### src/hdl/fct_pkg.sv
// types, constants and codes for the frustum cull test
// no dependencies
package fct_pkg;

  localparam int NUM_PLANES      = 6;
  localparam int NUM_AXES        = 3;
  localparam int PART_W          = 16;
  localparam int CFG_W           = 64;
  localparam int CFG_IDX_W       = 3;
  localparam int NORMAL_FRAC     = 14;
  localparam int RADIUS_W        = 15;
  localparam int VERDICT_W       = 2;
  localparam int ACTION_W        = 2;
  localparam int COORD_WIDTH_DEF = 16;

  // packed low bits first: nx at the bottom, offset at the top
  typedef struct packed {
    logic signed [PART_W-1:0] off;
    logic signed [PART_W-1:0] nz;
    logic signed [PART_W-1:0] ny;
    logic signed [PART_W-1:0] nx;
  } plane_t;

  typedef struct packed {
    logic pt_out;
    logic sph_out;
    logic sph_touch;
    logic box_out;
    logic box_touch;
  } flags_t;

  typedef enum logic [ACTION_W-1:0] {
    ACT_POINT  = 2'd0,
    ACT_SPHERE = 2'd1,
    ACT_BOX    = 2'd2
  } action_t;

  typedef enum logic [VERDICT_W-1:0] {
    VERDICT_INSIDE    = 2'd0,
    VERDICT_INTERSECT = 2'd1,
    VERDICT_OUTSIDE   = 2'd2
  } verdict_t;

  typedef enum logic [CFG_IDX_W-1:0] {
    REG_PLANE_LEFT   = 3'd0,
    REG_PLANE_RIGHT  = 3'd1,
    REG_PLANE_BOTTOM = 3'd2,
    REG_PLANE_TOP    = 3'd3,
    REG_PLANE_NEAR   = 3'd4,
    REG_PLANE_FAR    = 3'd5
  } reg_idx_t;

endpackage

### src/hdl/fct_plane.sv
// one frustum plane lane: product stage and distance compares
// depends on fct_pkg
module fct_plane #(
  parameter int COORD_WIDTH = fct_pkg::COORD_WIDTH_DEF
) (
  input  logic                                clk,
  input  logic                                load,
  input  fct_pkg::plane_t                     plane,
  input  logic signed [COORD_WIDTH-1:0]       lo [fct_pkg::NUM_AXES],
  input  logic signed [COORD_WIDTH-1:0]       hi [fct_pkg::NUM_AXES],
  input  logic        [fct_pkg::RADIUS_W-1:0] radius,
  output fct_pkg::flags_t                     flags
);
  import fct_pkg::*;

  localparam int PROD_W = COORD_WIDTH + PART_W;
  localparam int OFF_W  = PART_W + NORMAL_FRAC;
  localparam int DIST_W = ((PROD_W > OFF_W) ? PROD_W : OFF_W) + 2;

  logic signed [PART_W-1:0] nrm [NUM_AXES];
  logic signed [PROD_W-1:0] prod_lo [NUM_AXES];
  logic signed [PROD_W-1:0] prod_hi [NUM_AXES];
  logic signed [DIST_W-1:0] off_term;
  logic signed [DIST_W-1:0] rad_term;
  logic signed [DIST_W-1:0] dist_lo;
  logic signed [DIST_W-1:0] dist_pos;
  logic signed [DIST_W-1:0] dist_neg;

  assign nrm[0] = plane.nx;
  assign nrm[1] = plane.ny;
  assign nrm[2] = plane.nz;

  always_ff @(posedge clk) begin
    if (load) begin
      for (int a = 0; a < NUM_AXES; a++) begin
        prod_lo[a] <= PROD_W'(nrm[a]) * PROD_W'(lo[a]);
        prod_hi[a] <= PROD_W'(nrm[a]) * PROD_W'(hi[a]);
      end
    end
  end

  assign off_term = DIST_W'(plane.off) <<< NORMAL_FRAC;
  assign rad_term = signed'(DIST_W'({radius, {NORMAL_FRAC{1'b0}}}));

  // positive corner takes max where the normal is non-negative
  always_comb begin
    dist_lo  = off_term;
    dist_pos = off_term;
    dist_neg = off_term;
    for (int a = 0; a < NUM_AXES; a++) begin
      dist_lo = dist_lo + DIST_W'(prod_lo[a]);
      if (nrm[a][PART_W-1]) begin
        dist_pos = dist_pos + DIST_W'(prod_lo[a]);
        dist_neg = dist_neg + DIST_W'(prod_hi[a]);
      end else begin
        dist_pos = dist_pos + DIST_W'(prod_hi[a]);
        dist_neg = dist_neg + DIST_W'(prod_lo[a]);
      end
    end
  end

  always_comb begin
    flags.pt_out    = dist_lo < 0;
    flags.sph_out   = dist_lo < -rad_term;
    flags.sph_touch = dist_lo < rad_term;
    flags.box_out   = dist_pos < 0;
    flags.box_touch = dist_neg < 0;
  end

endmodule

### config.mk
export PLATFORM = sky130hd
export DESIGN_NAME = fct_plane
export DESIGN_NICKNAME = d
export VERILOG_FILES = /design/src/hdl/fct_pkg.sv /design/src/hdl/fct_plane.sv
export SDC_FILE = /design/constraint.sdc
export NUM_CORES = 2
export LEC_CHECK = 0
export BUFFER_PORTS_ARGS = -buffer_cell sky130_fd_sc_hd__buf_2
export CAP_MARGIN = 20
export CELL_PAD_IN_SITES_DETAIL_PLACEMENT = 1
export CELL_PAD_IN_SITES_GLOBAL_PLACEMENT = 1
export CORE_AREA = 2 2 391 490
export CTS_CLUSTER_DIAMETER = 40
export DETAILED_ROUTE_END_ITERATION = 12
export DIE_AREA = 0 0 393 492
export GPL_ROUTABILITY_DRIVEN = 0
export PLACE_DENSITY = 0.78
export SLEW_MARGIN = 25
export SYNTH_ARGS = -nofsm -noshare
export SYNTH_HDL_FRONTEND = slang
export SYNTH_SLANG_ARGS = --single-unit
### constraint.sdc
create_clock -name clk -period 16.56 [get_ports clk]
set_clock_uncertainty 0.05 [all_clocks]
set_input_delay 3.312 -clock clk [delete_from_list [all_inputs] [get_ports clk]]
set_output_delay 3.312 -clock clk [all_outputs]
set_load 0.02 [all_outputs]
# Yosys cells after proc, flatten, opt, wreduce, memory -nomap -nowiden

Memory sizes are Yosys's and may differ from the RTL's.
Cells that the tools add are included.

Register bits: 0
Bits in writable memories: 192
Bits of input ports: 177
Output and inout bits: 5
Logic and storage cells: 34
Memories: 2

Memories:

| name    | depth | bits a word | read ports | clocked after Yosys merged registers in | write ports | RTL line        | source |
|---|---|---|---|---|---|---|---|
| prod_hi | 3     | 32          | 3          | 0                                       | 3           | fct_plane.sv:22 | `logic signed [PROD_W-1:0] prod_hi [NUM_AXES];` |
| prod_lo | 3     | 32          | 3          | 0                                       | 3           | fct_plane.sv:21 | `logic signed [PROD_W-1:0] prod_lo [NUM_AXES];` |

$add $sub $neg: 13
Multipliers: 6
Order comparisons: 5
Multiplexer cells: 8

Operator list:

| kind                                                | number |
|---|---|
| adder 34 x 32 -> 34 bit                             | 9 |
| 2-to-1 mux 34 bit                                   | 6 |
| multiplier 16 x 16 -> 32 bit                        | 6 |
| < comparator 34 x 1 -> 1 bit, second input constant | 3 |
| adder 30 x 32 -> 33 bit                             | 2 |
| adder 33 x 32 -> 34 bit                             | 1 |
| < comparator 34 x 30 -> 1 bit                       | 1 |
| < comparator 34 bit                                 | 1 |
| negator 29 -> 34 bit                                | 1 |
| 2-to-1 mux 1 bit                                    | 2 |

# Depth between registers and ports, before layout

An unclocked memory read counts as a cell.

Depth after elaboration: 8
Gate-level depth with buffers: 34
Gate-level depth less buffers: 34

# Worst setup path after synthesis

OpenSTA, ideal clock, no wires.

Path kind: input to output
Start: input port plane[15] in the netlist's numbering
End: output port flags[1] in the netlist's numbering
Arrival time: 8.730 ns
Data required time: 13.198 ns
Path slack: 4.468 ns
Cell stages on the path: 25
Path buffers: 2
Path through: clkbuf_1 -> clkbuf_1 -> mux2_2 -> ha_1 -> fa_1 -> a21o_1 -> a21oi_1 -> nand2b_1 -> a21oi_1 -> a211o_1 -> o21ai_2 -> a221oi_2 -> a221o_2 -> a2111oi_4 -> nor2_1 -> xor2_1 -> ha_1 -> nand2_1 -> nor2_1 -> a2111oi_0 -> nand3_1 -> a31oi_1 -> o21bai_1 -> xor2_1 -> xnor2_1

RTL lines:

| element            | RTL line        | source |
|---|---|---|
| start: declaration | fct_plane.sv:8  | `input fct_pkg::plane_t plane,` |
| end: declaration   | fct_plane.sv:12 | `output fct_pkg::flags_t flags` |

==> impl_metrics.toml <==
[run_status]
status = "completed"

[synth]
synthesis.nets = 10600
yosysSeqAreaShare_pct = 7.67
syn_area_um2 = 75200
synth_top_area_share_pct = 42.8
syn_avg_cell_area_um2 = 9.26
ys_types = 75
synthCells = 8122
ys_ff_latch = 192
ys.flop_type = "edfxtp_1"
synth.area.top_cells = "fa_1 (43%), ha_1 (12%), inv_1 (9.7%)"
yosys_warnings = 0
synth_top_area_cell = "fa_1"
synth_edf_count = 192
postSynth.asyncResetShare_pct = 0

[clock_tree]
postCtsHoldBufs = 0
cts_sinks = 192
cts_root_buf = "clkbuf_16"
cts_tree = "done"
clk_pin_slew_ps = 90
htreeDepth = 4
postCtsSetupBuffers = 0
ctsLongestPathBuffers = 2
cts_buffers = 17
cts_resized = 0

[grt]
grt_max_degree = 82
grt_pass1_vias = 65800
grt_pass1_wl_um = 352000
gr-total-overflow = 0
track_usage_pct = 23.1
grt_use_met2_pct = 41.9
gr-usage-met3_pct = 2.10
antenna_found_initial = 24
grt_use_met1_pct = 27.9
top_usage_layer = "met2"

[worst_hold_path]
hold_path_depth = 1
hold_end = "prod_hi[0][44]$_DFFE_PP_"
hp-class = "input pin to flip-flop"
holdCritStartpoint = "load"

[critical_path]
crit_slowest_cell = "o311ai_0"
cp-start-kind = "input pin"
crit_type = "input pin to output port"
critical_path_buf_inv_count = 3
max_stage_delay_ps = 840
critPathLaunch = "plane[48]"
critPathMaxFanout = 4
cp.arrival_ps = 10380
worst_setup_path_end_kind = "output port"
cp.required_ps = 13200
cp_top_family = "compound AO/OA/AOI/OAI gates"

[drt]
viasPerCell = 5.22
antenna_left = 0
routedWlPerCell_um = 20.2
drt_iter0_drc = 2757
drt_pass1_iterations = 5
vias = 55500
wl_um = 215000
drc_errors = 0

[finish]
nets = 10600
final_core_util_pct = 41.8
syn_to_final_growth_pct = 5.15
drive_gt1_share_pct = 4.79
nFillCells = 22100

[sta]
min_period_ps = 13740
maxSlewViolCount = 0
setup_violations = 0
relSlewSlack_pct = 31.7
rsz0062_at_grt = "false"
worst_pin_slew_ps = 999
fmax_ghz = 0.0728
fin_tns_setup_ps = 0
hold_viol = 0
timing.final.crit_share_pct = 83.0

[floorplan]
rows = 179
coreArea_um2 = 189000
top_level_ports = 182
die_h_um = 492
initial_core_util_pct = 39.7
die_w_um = 393
dieArea_um2 = 193000

[job]
max-cap-violations = 0

[placed_design]
port_buffers = 181
dp_hpwl_um = 178000
[how the worst max path moves through the flow]
| stage | endpoint | slack (ps) | cells after the start |
|---|---|---|---|
| 2_1_floorplan | flags[1] | 4470 | 25 |
| 3_3_place_gp | flags[0] | 3140 | 34 |
| 3_5_place_dp | flags[0] | 3060 | 34 |
| 4_1_cts | flags[0] | 2980 | 34 |
| 5_1_grt | flags[0] | 2410 | 36 |
| 6_report | flags[0] | 2820 | 34 |
[layer usage]
metal	up-vias	wire, µm
li1	24400	-
met5	-	64
met1	29300	84500
met3	475	8770
met2	1255	112000
met4	10	9660
[area by class of cell]
type / count / area (µm²) / area share [%]
clock buffers: 17 / 425 / 0.538
well taps: 2534 / 3170 / 4.01
diodes: 16 / 40.0 / 0.0506
flip-flops and latches: 192 / 5770 / 7.29
repair buffers: 204 / 1090 / 1.38
multi-input cells: 5718 / 61100 / 77.3
clock inverters: 15 / 175 / 0.222
inverters: 1937 / 7270 / 9.20
[state kept, by name (all words and copies together) (netlist names)]
signal   cells
prod_lo     96
prod_hi     96
[layout by cell type, fill, tap and decap left out, types with 13 or more instances in the layout]
cell type	netlist	final
xnor2_1	264	264
o21bai_1	52	52
nor3_1	30	30
xor2_1	77	77
edfxtp_1	192	192
o21a_1	30	30
buf_2	1	177
o21ai_0	181	181
clkbuf_16	0	17
buf_4	0	26
nand2b_1	107	107
inv_1	1935	1935
nand2_1	959	959
a21o_1	152	152
nand3_1	47	47
nor2b_1	40	40
a21oi_1	268	268
a31oi_1	18	18
mux2_2	129	129
nand4_1	23	23
diode_2	0	16
o31ai_1	13	13
nor2_1	170	170
and2_1	653	653
and3_1	17	17
ha_1	722	722
fa_1	1609	1609
[cells in the mapped netlist (all sizes together) (8+ instances only)]
master and n:
inv 1936, fa 1609, nand2 959, ha 722
and2 653, clkbuf 271, a21oi 268, xnor2 264
edfxtp 192, o21ai 187, nor2 170, a21o 153
mux2 129, nand2b 108, xor2 77, o21bai 52
nand3 47, nor2b 40, nor3 30, o21a 30
nand4 23, a31oi 19, and3 17, o31ai 13
o211ai 11, or3 11, a2111oi 10, a211o 10
a211oi 9, a21boi 9, mux2i 8, nor4 8
[kinds of logic after synthesis]
| logic type | count (synthesis) | synth area share (%) |
|---|---|---|
| AND/OR/NAND/NOR | 2083 | 13.5 |
| XOR/XNOR | 341 | 3.97 |
| multiplexers | 137 | 2.04 |
| flip-flops | 192 | 7.67 |
| AO/OA/AOI/OAI | 825 | 6.93 |
| adder cells (fa/ha/maj) | 2332 | 54.9 |
| buffers and inverters | 2212 | 11.0 |
[stage by stage]
step	std cells	worst slack, ps	area, µm²	hold slack [ps]
finish	10600	2820	79100	3300
global route	10600	2410	79000	3320
CTS	10600	2980	79000	3300
detailed placement	10600	3060	78400	3810
global placement	10600	3140	78400	3800
floorplan	8122	4470	75200	3370
Power is left out: the tool's default activity adds up to more than one toggle a clock period on the data nets, which glitch-free logic cannot reach.
